**src/rtl/core/vsa_pkg.sv**
```systemverilog
// Shared types, constants and coefficients of the vectorscope accumulator.
`timescale 1ns / 1ps

package vsa_pkg;

   // Store geometry: square plot, row stride of one scope line
   localparam int SCOPE_SIZE  = 512;
   localparam int COORD_W     = 9;
   localparam int CELL_AW     = $clog2(SCOPE_SIZE);
   localparam int STORE_AW    = 2 * CELL_AW;
   localparam int STORE_DEPTH = SCOPE_SIZE * SCOPE_SIZE;

   // Field widths
   localparam int MODE_W    = 2;
   localparam int CHAN_W    = 12;
   localparam int CELL_W    = 13;
   localparam int CELL_DW   = 3 * CELL_W;
   localparam int CFG_W     = 10;
   localparam int CSR_IDX_W = 2;
   localparam int INC_W     = 9;

   // Chroma arithmetic: Q1.14 coefficients times 12-bit fractions, 2^-26 weight
   localparam int PROD_W     = 28;
   localparam int PSC_W      = PROD_W + 8;
   localparam int FRAC_SHIFT = 26;
   localparam int POS_W      = 12;

   localparam logic signed [PROD_W-1:0] COEF_UR = -28'sd1637;
   localparam logic signed [PROD_W-1:0] COEF_UG = -28'sd5506;
   localparam logic signed [PROD_W-1:0] COEF_UB =  28'sd7143;
   localparam logic signed [PROD_W-1:0] COEF_VR =  28'sd10076;
   localparam logic signed [PROD_W-1:0] COEF_VG = -28'sd9152;
   localparam logic signed [PROD_W-1:0] COEF_VB = -28'sd924;

   // floor(c / 10) as (c * 3277) >> 15, exact for 12-bit c
   localparam int TENTH_SHIFT  = 15;
   localparam int TENTH_PROD_W = 24;
   localparam logic [TENTH_PROD_W-1:0] TENTH_MUL = 24'd3277;

   // Cell limits
   localparam logic [CELL_W-1:0] CELL_ONE = 13'd4096;
   localparam logic [CELL_W-1:0] CELL_MAX = 13'd4504;

   // Configuration
   localparam logic [CFG_W-1:0]     CFG_RESET      = 10'd512;
   localparam logic [CFG_W-1:0]     SCOPE_LIMIT    = CFG_W'(SCOPE_SIZE);
   localparam logic [CSR_IDX_W-1:0] CSR_IDX_WIDTH  = 2'd0;
   localparam logic [CSR_IDX_W-1:0] CSR_IDX_HEIGHT = 2'd1;

   // Request modes
   localparam logic [MODE_W-1:0] MODE_PLOT  = 2'd0;
   localparam logic [MODE_W-1:0] MODE_READ  = 2'd1;
   localparam logic [MODE_W-1:0] MODE_CLEAR = 2'd2;

   // Command queue
   localparam int QUEUE_DEPTH = 4;
   localparam int QPTR_W      = $clog2(QUEUE_DEPTH);

   typedef enum logic [1:0] {
      OP_EMPTY,
      OP_PLOT,
      OP_READ,
      OP_CLEAR
   } op_type;

   typedef struct packed {
      op_type             op;
      logic [COORD_W-1:0] x;
      logic [COORD_W-1:0] y;
      logic [INC_W-1:0]   inc_r;
      logic [INC_W-1:0]   inc_g;
      logic [INC_W-1:0]   inc_b;
   } cmd_type;

   typedef enum logic [1:0] {
      BK_SWEEP,
      BK_IDLE,
      BK_LOOKUP
   } back_state_type;

endpackage

```
**src/rtl/core/vsa_queue.sv**
```systemverilog
// Short command queue between the front end and the store back end.
`timescale 1ns / 1ps

module vsa_queue (
   input  logic             clock,
   input  logic             reset,
   input  logic             push,
   input  vsa_pkg::cmd_type push_cmd,
   output logic             full,
   input  logic             pop,
   output logic             head_valid,
   output vsa_pkg::cmd_type head_cmd
);
   import vsa_pkg::*;

   cmd_type           entries_ff [QUEUE_DEPTH];
   logic [QPTR_W-1:0] wr_ptr_ff, wr_ptr_in;
   logic [QPTR_W-1:0] rd_ptr_ff, rd_ptr_in;
   logic [QPTR_W:0]   count_ff, count_in;

   assign full       = (count_ff == (QPTR_W + 1)'(QUEUE_DEPTH));
   assign head_valid = (count_ff != '0);
   assign head_cmd   = entries_ff[rd_ptr_ff];

   // Pointer and occupancy update
   always_comb begin
      wr_ptr_in = push ? wr_ptr_ff + 1'b1 : wr_ptr_ff;
      rd_ptr_in = pop ? rd_ptr_ff + 1'b1 : rd_ptr_ff;
      count_in  = count_ff;
      if (push && !pop) begin
         count_in = count_ff + 1'b1;
      end else if (pop && !push) begin
         count_in = count_ff - 1'b1;
      end
   end

   always_ff @(posedge clock) begin
      if (reset) begin
         wr_ptr_ff <= '0;
         rd_ptr_ff <= '0;
         count_ff  <= '0;
      end else begin
         wr_ptr_ff <= wr_ptr_in;
         rd_ptr_ff <= rd_ptr_in;
         count_ff  <= count_in;
      end
   end

   always_ff @(posedge clock) begin
      if (push) begin
         entries_ff[wr_ptr_ff] <= push_cmd;
      end
   end

   a_no_overflow: assert property (@(posedge clock) disable iff (reset)
      push |-> !full)
      else $error("command queue overflow");

   a_no_underflow: assert property (@(posedge clock) disable iff (reset)
      pop |-> head_valid)
      else $error("command queue underflow");

endmodule

```
**config.mk**
```make
export PLATFORM = sky130hd
export DESIGN_NAME = vsa_queue
export DESIGN_NICKNAME = d
export VERILOG_FILES = /design/src/rtl/core/vsa_pkg.sv /design/src/rtl/core/vsa_queue.sv
export SDC_FILE = /design/constraint.sdc
export NUM_CORES = 1
export LEC_CHECK = 0
export BUFFER_PORTS_ARGS = -buffer_cell sky130_fd_sc_hd__clkbuf_2
export CAP_MARGIN = 20
export CORE_UTILIZATION = 25
export DETAILED_ROUTE_END_ITERATION = 6
export SETUP_SLACK_MARGIN = 0.05
export SYNTH_ARGS = -nofsm -noshare
export SYNTH_HDL_FRONTEND = slang
export SYNTH_SLANG_ARGS = --single-unit
```
**constraint.sdc**
```tcl
create_clock -name clock -period 4.7 [get_ports clock]
set_clock_uncertainty 0.2 [all_clocks]
set_input_delay 0.94 -clock clock [delete_from_list [all_inputs] [get_ports clock]]
set_output_delay 0.94 -clock clock [all_outputs]
set_load 0.05 [all_outputs]
```
==> results of run 1 <==
==> area by class of cell <==
| cell class | instances | share of cell area |
|---|---|---|
| Clock inverter | 15 | 0.0169 |
| Timing Repair Buffer | 105 | 0.0641 |
| Clock buffer | 17 | 0.0486 |
| Tap cell | 378 | 0.0541 |
| Inverter | 4 | 0.00172 |
| Multi-Input combinational cell | 77 | 0.148 |
| Sequential cell | 197 | 0.667 |
==> worst max-delay path, stage by stage, from the launching register on <==
cell and delay (ps):
dfxtp_2 780, buf_4 490, mux4_2 390, clkbuf_2 260
==> per-layer routing <==
metal,vias to the layer above,routed length (um),part of all wire,global-route usage
met5,-,0,0,0
met4,0,183,0.013,0.0462
met3,13,540,0.039,0.0259
met2,81,7140,0.52,0.168
met1,1737,5920,0.43,0.118
li1,1439,-,-,-
==> metrics by stage <==
stage          cells  power [W]
5_1_grt          793    0.00418
4_1_cts          792    0.00409
6_report         793    0.00402
2_1_floorplan    289    0.00252
3_5_place_dp     760    0.00267
3_3_place_gp     760    0.00265
==> path summary, 6_finish.rpt <==
kind           startpoint  cells after the start                 to  slack (ps)
max reg2reg  wr_ptr_ff[0]                      4  entries_ff[2][42]        2350
min reg2reg  rd_ptr_ff[1]                      2          flip-flop         330
max             flip-flop                      3       head_cmd[32]        1200
min          rd_ptr_ff[1]                      2          flip-flop         330
==> cells by family (layout without fill, tap and decap cells) <==
family	after synthesis	after routing	synth area share
DFF	197	197	0.805
muxes	49	49	0.149
and+or+nand+nor	15	15	0.0104
buffers and inverters	15	141	0.0168
adders and majority gates	6	6	0.0114
xor gates and xnor gates	5	5	0.00605
AOI/OAI and AO/OA	2	2	0.00138
==> flip-flops by register name, indices dropped and copies added, names as in the netlist, named ones only <==
register    cells
entries_ff    188
count_ff        3
rd_ptr_ff       2
wr_ptr_ff       2
==> power by group through the flow <==
stage,combinational (W),clock [W],sequential [W]
global route,0.000600,0.00151,0.00206
floorplan,0.000447,0,0.00207
global placement,0.000545,0,0.00210
detailed placement,0.000556,0,0.00211
CTS,0.000557,0.00146,0.00207
finish,0.000564,0.00141,0.00205
==> cells in the final DEF (no fill, tap or decap), types with 2 or more instances in the layout <==
| cell type | instances |
|---|---|
| xnor2_1 | 2 |
| nor2_1 | 7 |
| inv_1 | 4 |
| clkinv_4 | 5 |
| buf_4 | 5 |
| and2_2 | 4 |
| inv_8 | 4 |
| or3_1 | 2 |
| clkbuf_16 | 17 |
| dfxtp_1 | 7 |
| clkinv_1 | 2 |
| mux2i_1 | 2 |
| edfxtp_1 | 188 |
| clkbuf_2 | 99 |
| ha_1 | 5 |
| xor2_1 | 3 |
| mux4_2 | 47 |
==> results.tsv, run 1 <==
stage	metric	value	unit
placed_design	port_buffers	99	
global_routing	grt_overflow_total	0	
detailed_routing	wl	13800	um
cts	insertion_delay	430	ps
cts	cts_setup_buffers	0	
floorplan	die_w	172	um
floorplan	rows	61	
floorplan	core_area	0.0282	mm^2
layout	insertedDiodeCount	0	
layout	multiInputGateArea	0.00129	mm^2
floorplan	start_util	0.257	
detailed_routing	drt_iter0_markers	168	
worst_setup_path	worstPathArrival	2360	ps
floorplan	die_area	0.0296	mm^2
sta	fmax	0.286	GHz
layout	drive_above_1_share	0.453	
layout	final_util	0.311	
sta	final.setup.tns	0	ps
placed_design	place_hpwl	8590	um
floorplan	ios	100	
sta	final.min_clock_period	3500	ps
power	p_comb_frac	0.140	
power	power_leakage	2.92	nW
yosys	syn_area	0.00724	mm^2
yosys	yosysSeqAreaShare	0.805	
yosys	synth.distinct_cells	21	
cts	numCtsBuffers	17	
sta	relSlewSlack	0.350	
detailed_routing	ant_nets	0	
yosys	synth.top_cells.by_count	edfxtp_1, mux4_2, dfxtp_1	
placed_design	place_congestion	0.657	
worst_setup_path	crit_path_start_kind	flip-flop	
power	switching_power	0.00109	W
worst_setup_path	endpoint_kind	output pin	
yosys	yosysMostFrequentCell	edfxtp_1	
power	power.internal	0.00293	W
yosys	synth_top_area_cell	edfxtp_1	
cts	cts_max_level	4	
yosys	async_reset_ff_frac	0	
worst_setup_path	cp.required	3560	ps
yosys	syn_nets	346	
yosys	synth_area_leaders	edfxtp_1, mux4_2, dfxtp_1	
layout	stdcell_area	0.00875	mm^2
power	ir_worst_vdd	0.216	mV
power	power.density	460	mW/mm^2
yosys	avgSynthCellArea	25.0	um^2
global_routing	grt_use_total	0.0993	
sta	hold_ws	335	ps
cts	cts_root_buf	clkbuf_16	
detailed_routing	first_pass_iters	4	
sta	fin_crit_sh	0.745	
worst_hold_path	hp-class	flip-flop to flip-flop	
sta	rsz0062_at_grt	false	
worst_setup_path	worst-setup-path-type	flip-flop to output pin	
flow_run	max_cap_viol_count	0	
global_routing	grt_antenna_before_repair	0	
floorplan	die_height	172	um
yosys	synth-edff-count	188	
cts	cts_tree	done	
detailed_routing	num_vias	3270	
power	p_sw_frac	0.271	
global_routing	grt_max_degree	48	
layout	regArea	0.00583	mm^2
layout	fill_cells	2708	
global_routing	grt_pass1_vias	3631	
sta	tightest_slew	975	ps
cts	cts.clk_slew.worst_paths	70	ps
yosys	ys_warn_count	0	
cts	cts_resized	0	
global_routing	grt_pass1_wl	21000	um
placed_design	post-place-ws	1550	ps
detailed_routing	via_per_inst	4.12	
sta	setup_viol	0	
yosys	synth_seq_cells	197	
sta	fin_ws	1200	ps
power	seqPwrFrac	0.510	
sta	slew_violations	0	
placed_design	placed_area	0.00815	mm^2
detailed_routing	drc_errors	0	
layout	fin_nets	459	
worst_setup_path	crit_path_max_fanout	26	
outcome	run_status	completed	
detailed_routing	post_drt_wl_per_cell	17.4	um
yosys	synth_cells	289	
yosys	synth_flop_cell	edfxtp_1	
power	clock_power_share	0.349	
sta	hold_viol_final	0	
layout	area_delta_synth_final	20.9	%
cts	cts_hold_buf	0	
yosys	yosysTopAreaCellShare	0.780	
cts	cts.path.max_buffers	2	
cts	cts_sinks	197	
Note: power is estimated with default switching activity, not from simulation.
==> run 2: changes to the inputs <==
clock period = 3.5 ns   (was 4.7 ns; I/O delays follow)
==> run 2 against run 1 <==
Compared with the run above:
- die area stayed put
- final cell count grew 0.25%
- total power grew 39%
- register-to-register slack got worse by 880 ps
- global-route usage about the same
==> results.tsv, run 2 (synthesis results as in run 1) <==
stage	metric	value	unit
global_routing	grt_pass1_vias	3581	
floorplan	die_height	172	um
worst_setup_path	path_buf_inv	2	
cts	cts_resized	0	
placed_design	place_hpwl	8740	um
worst_setup_path	reg2reg_depth	4	
worst_setup_path	cp.required	2600	ps
cts	insertion_delay	420	ps
sta	fin_crit_sh	0.875	
worst_setup_path	cp_cell_sequence	buf_4 -> mux4_2 -> clkbuf_2	
sta	fmax	0.327	GHz
cts	cts_max_level	4	
worst_setup_path	crit_path_max_fanout	20	
detailed_routing	drt_iter0_markers	210	
worst_hold_path	hp-start	push_cmd[6]	
worst_setup_path	worstPathArrival	2160	ps
worst_setup_path	cp_slowest_cell	dfxtp_2	
power	power_leakage	2.96	nW
sta	tightest_slew	702	ps
floorplan	ios	100	
detailed_routing	via_per_inst	4.09	
sta	hold_viol_final	0	
power	ir_worst_vdd	0.244	mV
layout	fill_cells	2698	
global_routing	grt_use_total	0.0992	
floorplan	start_util	0.257	
sta	slew_violations	0	
worst_setup_path	worst-path-stages	3	
layout	most-common-layout-cells	edfxtp_1, clkbuf_2, mux4_2	
layout	mostFrequentLayoutCell	edfxtp_1	
worst_setup_path	r2r_start	wr_ptr_ff[0]	
worst_setup_path	worst-setup-path-type	flip-flop to output pin	
detailed_routing	num_vias	3249	
layout	area_delta_synth_final	22.3	%
cts	cts_hold_buf	0	
placed_design	place_congestion	0.650	
layout	top_regs	entries_ff x188, count_ff x3	
detailed_routing	first_pass_iters	4	
worst_setup_path	endpoint_kind	output pin	
floorplan	die_w	172	um
cts	cts_sinks	197	
floorplan	rows	61	
global_routing	grt_antenna_before_repair	0	
worst_setup_path	max_stage_delay	660	ps
cts	cts_setup_buffers	0	
placed_design	port_buffers	99	
cts	cts.clk_slew.worst_paths	70	ps
layout	top_register	entries_ff	
layout	fin_nets	461	
outcome	run_status	completed	
worst_hold_path	holdPathStages	1	
global_routing	grt_max_degree	48	
detailed_routing	post_drt_wl_per_cell	17.5	um
power	power.density	630	mW/mm^2
cts	cts_root_buf	clkbuf_16	
flow_run	max_cap_viol_count	0	
cts	cts.path.max_buffers	2	
layout	largest_reg_flops	188	
layout	drive_above_1_share	0.458	
layout	insertedDiodeCount	0	
sta	final.setup.tns	0	ps
global_routing	grt_overflow_total	0	
detailed_routing	wl	13900	um
sta	final.min_clock_period	3060	ps
worst_setup_path	crit_path_start_kind	flip-flop	
floorplan	core_area	0.0282	mm^2
cts	numCtsBuffers	17	
worst_setup_path	crit_family	flip-flops	
worst_hold_path	hp-class	input port to flip-flop	
global_routing	grt_pass1_wl	20900	um
sta	setup_viol	0	
power	design_power_total	0.00557	W
sta	rsz0062_at_grt	false	
floorplan	die_area	0.0296	mm^2
detailed_routing	drc_errors	0	
detailed_routing	ant_nets	0	
sta	relSlewSlack	0.532	
cts	cts_tree	done	
## run 2: worst paths after layout
path / endpoint / slack, ps
worst max-delay path: head_cmd[36] / 440
worst min-delay path: entries_ff[2][6] / 290
worst max register to register: entries_ff[2][21] / 1470
worst min register to register: count_ff[2] / 320
## run 2: area by class of cell
type / instances / area, um^2 / share of cell area
sequential: 197 / 5830 / 0.659
multi-input combinational: 77 / 1290 / 0.146
timing repair buffer: 107 / 618 / 0.0699
tap: 378 / 473 / 0.0535
clock buffer: 17 / 425 / 0.0481
clock inverter: 15 / 190 / 0.0215
inverter: 4 / 15.0 / 0.00170
## run 2: report_power, final
part / switching [W] / total [W] / internal [W]
logic: 0.000538 / 0.000777 / 0.000239
registers: 0.0000472 / 0.00275 / 0.00270
clock network: 0.000898 / 0.00205 / 0.00115
total: 0.00148 / 0.00557 / 0.00409
## run 2: per-stage QoR
step / setup WS (ps) / hold WS (ps) / utilization / cells / area [um^2]
floorplan: 1060 / 261 / - / 289 / 7240
global placement: 833 / 273 / 0.292 / 763 / 8230
detailed placement: 818 / 303 / 0.292 / 763 / 8230
CTS: 341 / 268 / 0.314 / 795 / 8850
global route: 309 / 263 / 0.314 / 795 / 8850
finish: 438 / 292 / 0.314 / 795 / 8850
## run 2: worst register-to-register path: stages, from the launching register on
cell     delay [ps]
dfxtp_1         350
inv_1           100
ha_1            150
and2_2          600
buf_12          300
## run 2: metal layers
| metal | wire length [um] | up-vias | global-route usage |
|---|---|---|---|
| li1 | - | 1442 | - |
| met1 | 6250 | 1731 | 0.125 |
| met2 | 6940 | 70 | 0.161 |
| met3 | 564 | 6 | 0.0282 |
| met4 | 150 | 0 | 0.0392 |
| met5 | 0 | - | 0 |
