$ cat src/rtl/core/vsa_pkg.sv
// Shared types, constants and coefficients of the vectorscope accumulator.
`timescale 1ns / 1ps

package vsa_pkg;

   // Store geometry: square plot, row stride of one scope line
   localparam int SCOPE_SIZE  = 512;
   localparam int COORD_W     = 9;
   localparam int CELL_AW     = $clog2(SCOPE_SIZE);
   localparam int STORE_AW    = 2 * CELL_AW;
   localparam int STORE_DEPTH = SCOPE_SIZE * SCOPE_SIZE;

   // Field widths
   localparam int MODE_W    = 2;
   localparam int CHAN_W    = 12;
   localparam int CELL_W    = 13;
   localparam int CELL_DW   = 3 * CELL_W;
   localparam int CFG_W     = 10;
   localparam int CSR_IDX_W = 2;
   localparam int INC_W     = 9;

   // Chroma arithmetic: Q1.14 coefficients times 12-bit fractions, 2^-26 weight
   localparam int PROD_W     = 28;
   localparam int PSC_W      = PROD_W + 8;
   localparam int FRAC_SHIFT = 26;
   localparam int POS_W      = 12;

   localparam logic signed [PROD_W-1:0] COEF_UR = -28'sd1637;
   localparam logic signed [PROD_W-1:0] COEF_UG = -28'sd5506;
   localparam logic signed [PROD_W-1:0] COEF_UB =  28'sd7143;
   localparam logic signed [PROD_W-1:0] COEF_VR =  28'sd10076;
   localparam logic signed [PROD_W-1:0] COEF_VG = -28'sd9152;
   localparam logic signed [PROD_W-1:0] COEF_VB = -28'sd924;

   // floor(c / 10) as (c * 3277) >> 15, exact for 12-bit c
   localparam int TENTH_SHIFT  = 15;
   localparam int TENTH_PROD_W = 24;
   localparam logic [TENTH_PROD_W-1:0] TENTH_MUL = 24'd3277;

   // Cell limits
   localparam logic [CELL_W-1:0] CELL_ONE = 13'd4096;
   localparam logic [CELL_W-1:0] CELL_MAX = 13'd4504;

   // Configuration
   localparam logic [CFG_W-1:0]     CFG_RESET      = 10'd512;
   localparam logic [CFG_W-1:0]     SCOPE_LIMIT    = CFG_W'(SCOPE_SIZE);
   localparam logic [CSR_IDX_W-1:0] CSR_IDX_WIDTH  = 2'd0;
   localparam logic [CSR_IDX_W-1:0] CSR_IDX_HEIGHT = 2'd1;

   // Request modes
   localparam logic [MODE_W-1:0] MODE_PLOT  = 2'd0;
   localparam logic [MODE_W-1:0] MODE_READ  = 2'd1;
   localparam logic [MODE_W-1:0] MODE_CLEAR = 2'd2;

   // Command queue
   localparam int QUEUE_DEPTH = 4;
   localparam int QPTR_W      = $clog2(QUEUE_DEPTH);

   typedef enum logic [1:0] {
      OP_EMPTY,
      OP_PLOT,
      OP_READ,
      OP_CLEAR
   } op_type;

   typedef struct packed {
      op_type             op;
      logic [COORD_W-1:0] x;
      logic [COORD_W-1:0] y;
      logic [INC_W-1:0]   inc_r;
      logic [INC_W-1:0]   inc_g;
      logic [INC_W-1:0]   inc_b;
   } cmd_type;

   typedef enum logic [1:0] {
      BK_SWEEP,
      BK_IDLE,
      BK_LOOKUP
   } back_state_type;

endpackage

$ cat src/rtl/core/vsa_front.sv
// Front end: CSRs, chroma computation and classification of each transaction.
`timescale 1ns / 1ps

module vsa_front (
   input  logic                            clock,
   input  logic                            reset,
   input  logic                            req_valid,
   output logic                            req_ready,
   input  logic [vsa_pkg::MODE_W-1:0]      req_mode,
   input  logic [vsa_pkg::CHAN_W-1:0]      req_red,
   input  logic [vsa_pkg::CHAN_W-1:0]      req_green,
   input  logic [vsa_pkg::CHAN_W-1:0]      req_blue,
   input  logic [vsa_pkg::COORD_W-1:0]     req_cell_x,
   input  logic [vsa_pkg::COORD_W-1:0]     req_cell_y,
   input  logic                            csr_valid,
   output logic                            csr_ready,
   input  logic [vsa_pkg::CSR_IDX_W-1:0]   csr_index,
   input  logic [vsa_pkg::CFG_W-1:0]       csr_wdata,
   input  logic                            sweeping,
   input  logic                            q_full,
   output logic                            q_push,
   output vsa_pkg::cmd_type                q_cmd
);
   import vsa_pkg::*;

   // CSRs
   logic [CFG_W-1:0] width_ff, width_in;
   logic [CFG_W-1:0] height_ff, height_in;

   // Stage 1: products and increments
   logic                     s1_valid_ff, s1_valid_in;
   logic [MODE_W-1:0]        s1_mode_ff;
   logic signed [PROD_W-1:0] s1_pu_r_ff, s1_pu_g_ff, s1_pu_b_ff;
   logic signed [PROD_W-1:0] s1_pv_r_ff, s1_pv_g_ff, s1_pv_b_ff;
   logic [INC_W-1:0]         s1_inc_r_ff, s1_inc_g_ff, s1_inc_b_ff;
   logic [COORD_W-1:0]       s1_x_ff, s1_y_ff;

   // Stage 2: chroma sums
   logic                     s2_valid_ff, s2_valid_in;
   logic [MODE_W-1:0]        s2_mode_ff;
   logic signed [PROD_W-1:0] s2_su_ff, s2_sv_ff;
   logic [INC_W-1:0]         s2_inc_r_ff, s2_inc_g_ff, s2_inc_b_ff;
   logic [COORD_W-1:0]       s2_x_ff, s2_y_ff;

   logic                     advance;
   logic                     accept;
   logic signed [PROD_W-1:0] red_s, green_s, blue_s;
   logic [TENTH_PROD_W-1:0]  tenth_r, tenth_g, tenth_b;
   logic signed [PSC_W-1:0]  scaled_u, scaled_v;
   logic signed [POS_W-1:0]  off_u, off_v;
   logic [CFG_W-1:0]         active_w, active_h;
   logic signed [POS_W-1:0]  pos_x, pos_y;
   logic                     in_scope;
   logic                     cell_ok;

   assign csr_ready = 1'b1;

   // CSR write decode
   always_comb begin
      width_in  = width_ff;
      height_in = height_ff;
      if (csr_valid && csr_ready) begin
         case (csr_index)
            CSR_IDX_WIDTH:  width_in  = csr_wdata;
            CSR_IDX_HEIGHT: height_in = csr_wdata;
            default: ;
         endcase
      end
   end

   always_ff @(posedge clock) begin
      if (reset) begin
         width_ff  <= CFG_RESET;
         height_ff <= CFG_RESET;
      end else begin
         width_ff  <= width_in;
         height_ff <= height_in;
      end
   end

   // Pipeline moves as one unless the last stage is blocked by a full queue
   assign advance   = !(s2_valid_ff && q_full);
   assign req_ready = advance && !sweeping;
   assign accept    = req_valid && req_ready;
   assign q_push    = s2_valid_ff && !q_full;

   assign s1_valid_in = advance ? accept : s1_valid_ff;
   assign s2_valid_in = advance ? s1_valid_ff : s2_valid_ff;

   always_ff @(posedge clock) begin
      if (reset) begin
         s1_valid_ff <= 1'b0;
         s2_valid_ff <= 1'b0;
      end else begin
         s1_valid_ff <= s1_valid_in;
         s2_valid_ff <= s2_valid_in;
      end
   end

   // Stage 1 products
   assign red_s   = PROD_W'($signed({1'b0, req_red}));
   assign green_s = PROD_W'($signed({1'b0, req_green}));
   assign blue_s  = PROD_W'($signed({1'b0, req_blue}));
   assign tenth_r = TENTH_PROD_W'(req_red) * TENTH_MUL;
   assign tenth_g = TENTH_PROD_W'(req_green) * TENTH_MUL;
   assign tenth_b = TENTH_PROD_W'(req_blue) * TENTH_MUL;

   always_ff @(posedge clock) begin
      if (accept) begin
         s1_mode_ff  <= req_mode;
         s1_pu_r_ff  <= COEF_UR * red_s;
         s1_pu_g_ff  <= COEF_UG * green_s;
         s1_pu_b_ff  <= COEF_UB * blue_s;
         s1_pv_r_ff  <= COEF_VR * red_s;
         s1_pv_g_ff  <= COEF_VG * green_s;
         s1_pv_b_ff  <= COEF_VB * blue_s;
         s1_inc_r_ff <= tenth_r[TENTH_SHIFT +: INC_W];
         s1_inc_g_ff <= tenth_g[TENTH_SHIFT +: INC_W];
         s1_inc_b_ff <= tenth_b[TENTH_SHIFT +: INC_W];
         s1_x_ff     <= req_cell_x;
         s1_y_ff     <= req_cell_y;
      end
   end

   // Stage 2 sums
   always_ff @(posedge clock) begin
      if (advance) begin
         s2_mode_ff  <= s1_mode_ff;
         s2_su_ff    <= s1_pu_r_ff + s1_pu_g_ff + s1_pu_b_ff;
         s2_sv_ff    <= s1_pv_r_ff + s1_pv_g_ff + s1_pv_b_ff;
         s2_inc_r_ff <= s1_inc_r_ff;
         s2_inc_g_ff <= s1_inc_g_ff;
         s2_inc_b_ff <= s1_inc_b_ff;
         s2_x_ff     <= s1_x_ff;
         s2_y_ff     <= s1_y_ff;
      end
   end

   // Offset = floor(S * 255 / 2^26); arithmetic shift floors toward minus infinity
   assign scaled_u = (PSC_W'(s2_su_ff) <<< 8) - PSC_W'(s2_su_ff);
   assign scaled_v = (PSC_W'(s2_sv_ff) <<< 8) - PSC_W'(s2_sv_ff);
   assign off_u    = POS_W'(scaled_u >>> FRAC_SHIFT);
   assign off_v    = POS_W'(scaled_v >>> FRAC_SHIFT);

   // Oversized register acts as the full scope
   assign active_w = (width_ff > SCOPE_LIMIT) ? SCOPE_LIMIT : width_ff;
   assign active_h = (height_ff > SCOPE_LIMIT) ? SCOPE_LIMIT : height_ff;

   assign pos_x = $signed({{(POS_W - CFG_W + 1){1'b0}}, active_w[CFG_W-1:1]}) + off_u;
   assign pos_y = $signed({{(POS_W - CFG_W + 1){1'b0}}, active_h[CFG_W-1:1]}) + off_v;

   assign in_scope = (pos_x > 0) && (pos_x < $signed({{(POS_W - CFG_W){1'b0}}, active_w}))
                  && (pos_y > 0) && (pos_y < $signed({{(POS_W - CFG_W){1'b0}}, active_h}));

   // Read and clear only address cells that exist in the store
   assign cell_ok = (int'(s2_x_ff) < SCOPE_SIZE) && (int'(s2_y_ff) < SCOPE_SIZE);

   // Classification into a back-end command
   always_comb begin
      q_cmd = '0;
      q_cmd.op = OP_EMPTY;
      case (s2_mode_ff)
         MODE_PLOT: begin
            if (in_scope) begin
               q_cmd.op    = OP_PLOT;
               q_cmd.x     = pos_x[COORD_W-1:0];
               q_cmd.y     = pos_y[COORD_W-1:0];
               q_cmd.inc_r = s2_inc_r_ff;
               q_cmd.inc_g = s2_inc_g_ff;
               q_cmd.inc_b = s2_inc_b_ff;
            end
         end
         MODE_READ: begin
            if (cell_ok) begin
               q_cmd.op = OP_READ;
               q_cmd.x  = s2_x_ff;
               q_cmd.y  = s2_y_ff;
            end
         end
         MODE_CLEAR: begin
            if (cell_ok) begin
               q_cmd.op = OP_CLEAR;
               q_cmd.x  = s2_x_ff;
               q_cmd.y  = s2_y_ff;
            end
         end
         default: ;
      endcase
   end

   // A plotted point never lands on the border row or column
   a_plot_inside: assert property (@(posedge clock) disable iff (reset)
      q_push && q_cmd.op == OP_PLOT |-> q_cmd.x != '0 && q_cmd.y != '0)
      else $error("plot command on scope border");

endmodule

$ cat config.mk
export PLATFORM = sky130hd
export DESIGN_NAME = vsa_front
export DESIGN_NICKNAME = d
export VERILOG_FILES = /design/src/rtl/core/vsa_pkg.sv /design/src/rtl/core/vsa_front.sv
export SDC_FILE = /design/constraint.sdc
export NUM_CORES = 2
export LEC_CHECK = 0
export BUFFER_PORTS_ARGS = -buffer_cell sky130_fd_sc_hd__buf_4
export CAP_MARGIN = 20
export CORE_UTILIZATION = 53
export CTS_BUF_LIST = sky130_fd_sc_hd__clkbuf_4 sky130_fd_sc_hd__clkbuf_8 sky130_fd_sc_hd__clkbuf_16
export CTS_CLUSTER_SIZE = 24
export DETAILED_ROUTE_END_ITERATION = 12
export PLACE_DENSITY_LB_ADDON = 0.08
export SLEW_MARGIN = 25
export SYNTH_ARGS = -nofsm -noshare
export SYNTH_HDL_FRONTEND = slang
export SYNTH_SLANG_ARGS = --single-unit
export TNS_END_PERCENT = 5
$ cat constraint.sdc
create_clock -name clock -period 8.2 [get_ports clock]
set_input_delay 1.23 -clock clock [delete_from_list [all_inputs] [get_ports clock]]
set_output_delay 1.23 -clock clock [all_outputs]
set_load 0.02 [all_outputs]
==> implementation parameters <==
Parameter                              Value

Worst setup path
  Critical Path Source Type ... flip-flop
  Setup slack on the worst flop-to-flop path ... 3.59 ns
  Cell with the biggest individual delay on the critical path ... edfxtp_1
  Biggest fanout along the worst timing path ... 10
  Source of the worst register-to-register timing path ... s1_pu_r_ff[1]$_DFFE_PP_
  Critical path buffer and inverter count ... 3
  Number of cells on the worst reg-to-reg path ... 14
  Worst setup path start ... s2_su_ff[1]$_DFFE_PN_
  CP endpoint kind ... output port
  Largest stage delay on the critical path ... 0.41 ns
  Required time at the worst-slack endpoint ... 6.97 ns
  Kind of critical path ... reg -> out
  Signal arrival time at the worst endpoint ... 6.59 ns
  Total stage count of the critical path ... 28
  Crit-path leading delay family ... compound AO/OA/AOI/OAI gates
  Last element of the critical path ... q_cmd[43]
  Critical R2R Capture ... s2_su_ff[25]$_DFFE_PN_

Placed design
  Placer Congestion ... 0.923
  Detailed Place HPWL ... 78700 um
  Count of buffers from port buffering ... 122
  Inst Count DP ... 4534

Floorplanning
  Die area ... 72900 um2
  X dimension of the die ... 270 um
  Die Y-Extent ... 270 um
  Starting Density ... 54.0%
  IO Pins ... 124
  Core ar. ... 70500 um2
  Number of core rows ... 97

Global route
  Via count of the first global-routing pass ... 26800
  Maximum number of pins on one net before global-route repair ... 78
  All-layer global routing usage ... 26.4%
  Global-route wire length before repair ... 149000 um
  Global-route congestion overflow total ... 0
  Initial antenna violation count ... 1

CTS
  # clock sinks ... 309
  Clock tree from TritonCTS ... done
  # hold bufs at CTS ... 0
  Max Buffers Root-to-Sink ... 3
  Clock input transition at the sequential cells of the worst setup and hold paths ... 0.06 ns
  Maximum level of the CTS H-tree ... 2
  Clk root buf ... clkbuf_16
  Post-CTS setup buffer count ... 0
  Later-pin clock latency in the skew report ... 0.57 ns
  Quantity of gates resized following cts ... 0
  Number of clock buffers inserted by TritonCTS ... 38

Logic synthesis
  Synthesized instance count ... 3477
  FF+latch count, synth ... 309
  Post-Syn Area ... 38100 um2
  Asr flop ratio synth ... 0%
  Area share of the largest cell type after synthesis ... 25.1%
  Leading register cell type out of synthesis ... edfxtp_1
  Sequential share of the synthesized area ... 23.8%
  Cell type with the highest aggregate area in the netlist ... ha_1
  Count of warnings emitted by yosys ... 0
  Post-synth EDFFs ... 287
  Cell types with the largest area share after synthesis ... ha_1, fa_1, edfxtp_1
  Number of distinct library cell variants in the gate-level netlist after synthesis ... 80
  Synthesized area per cell ... 11.0 um2
  Mapped Nets ... 4759

Drt
  Detailed Route WL ... 93300 um
  Length of the first detailed-routing pass in iterations ... 5
  Wire per inst ... 20.3 um
  Antenna Nets Post-Route ... 0
  Number of DRC markers after the initial detailed-route iteration ... 1157
  Detail-routed via count per cell ... 5.43
  Number of DRC violations after detailed routing ... 0
  Routed via count ... 25000

Timing
  Worst max-slew margin expressed relative to the limit ... 36.6%
  Highest attainable clock frequency ... 128 MHz
  Min Clock Period, post-route ... 7.82 ns
  Final count of hold timing violations ... 0
  Count of pins over their slew limit ... 0
  Worst-Margin Slew ... 0.951 ns
  Post-route fraction of the period consumed by the critical path ... 95.4%
  Number of setup violations in the final report ... 0
  Worst Clk Skew ... 0.0164 ns

Layout
  Fraction of layout instances using a drive strength above 1 ... 6.30%
  Layout fillers ... 5998
  P&R area growth vs syn ... 9.01%
  Post-Layout Cell Count ... 4604
  Antenna Diode Count ... 0
  Total Nets Final ... 4916

Worst hold path
  Class of the tightest hold or removal check ... reg -> reg

Outcome
  Run status ... finished, final reports clean

Job
  Max-cap viol count ... 0
worst reg2reg max path, delay by kind of cell (launching register included):
family,cells,cell delay [ns]
adders and majority gates,3,1.21
DFF,1,0.49
and+or+nand+nor,1,0.16
xor gates and xnor gates,1,0.63
buffers and inverters,2,0.16
AOI/OAI and AO/OA,7,1.62
area by class of cell:
class / instances / area [um2] / share of cell area (%)
clock buffers: 43 / 988 / 2.38
repair buffers: 129 / 968 / 2.33
inverters: 725 / 2720 / 6.55
well taps: 940 / 1180 / 2.83
flip-flops and latches: 309 / 9060 / 21.8
multi-input cells: 2431 / 26300 / 63.4
clock inverters: 27 / 284 / 0.684
how the worst min path moves through the flow:
stage / from / endpoint / slack [ns] / cells after the start
floorplan: s1_inc_b_ff[0]$_DFFE_PP_ / s2_inc_b_ff[0]$_DFFE_PN_ / 0.40 / 0
finish: s1_y_ff[5]$_DFFE_PP_ / s2_y_ff[5]$_DFFE_PN_ / 0.42 / 0
global placement: s1_inc_b_ff[7]$_DFFE_PP_ / s2_inc_b_ff[7]$_DFFE_PN_ / 0.40 / 0
detailed placement: s1_y_ff[5]$_DFFE_PP_ / s2_y_ff[5]$_DFFE_PN_ / 0.41 / 0
global route: s1_x_ff[5]$_DFFE_PP_ / s2_x_ff[5]$_DFFE_PN_ / 0.42 / 0
CTS: s1_y_ff[5]$_DFFE_PP_ / s2_y_ff[5]$_DFFE_PN_ / 0.42 / 0
stage by stage:
stage	cell area, um2	hold WS [ns]	setup slack (ns)	TNS [ns]	utilization [%]
6_report	41500	0.415	0.379	0	58.9
5_1_grt	41500	0.420	-0.0128	-0.0186	58.9
3_5_place_dp	40200	0.405	0.678	0	57.0
4_1_cts	41500	0.415	0.0277	0	58.8
3_3_place_gp	40200	0.402	0.730	0	57.0
2_1_floorplan	38100	0.400	1.43	0	-
cell usage after synthesis (20+ instances only):
master    number
dfxtp_1       22
a21o_1        61
and3_1        20
xor2_1        51
fa_1         443
o21bai_1      28
and2_1        34
xnor2_1      147
edfxtp_1     287
o21a_1        44
o21ai_0       70
nor2_1       162
ha_1         765
a21oi_1      151
inv_1        723
nand3_1       42
a211oi_1      20
nor2b_1       27
nand2_1       86
nor3_1        42
cell families after synthesis:
group           share of synthesized area (%)
fa+ha+maj                                48.4
buf+inv                                  7.32
compound gates                           9.17
simple gates                             6.24
flops                                    23.8
xor+xnor                                 4.55
mux                                     0.503
other cells                           0.00985
metal layers:
metal,global-route usage [%],routed length [um],up-vias,part of all wire (%)
met5,0,13,-,0.014
met4,6.70,2250,2,2.4
met3,3.07,3670,108,3.9
met2,46.2,46300,425,50
met1,34.6,41000,12400,44
li1,-,-,12100,-
state kept, by name, indices dropped and copies added (netlist names), 22 cells and up:
name and flops:
s2_su_ff 28, s2_sv_ff 25, s1_pv_g_ff 22, s1_pu_r_ff 25
s1_pu_g_ff 25, s1_pv_r_ff 22, s1_pu_b_ff 24, s1_pv_b_ff 22
placed cells by master, fill, tap and decap left out, types with 28 or more instances in the layout:
cell       instances
ha_1             765
inv_1            723
fa_1             443
edfxtp_1         287
nor2_1           162
a21oi_1          150
xnor2_1          147
buf_4            129
nand2_1           85
o21ai_0           70
a21o_1            61
xor2_1            49
o21a_1            43
nand3_1           42
nor3_1            42
clkbuf_16         38
and2_1            33
o21bai_1          28
Power is left out: the tool's default activity adds up to more than one toggle a clock period on the data nets, which glitch-free logic cannot reach.
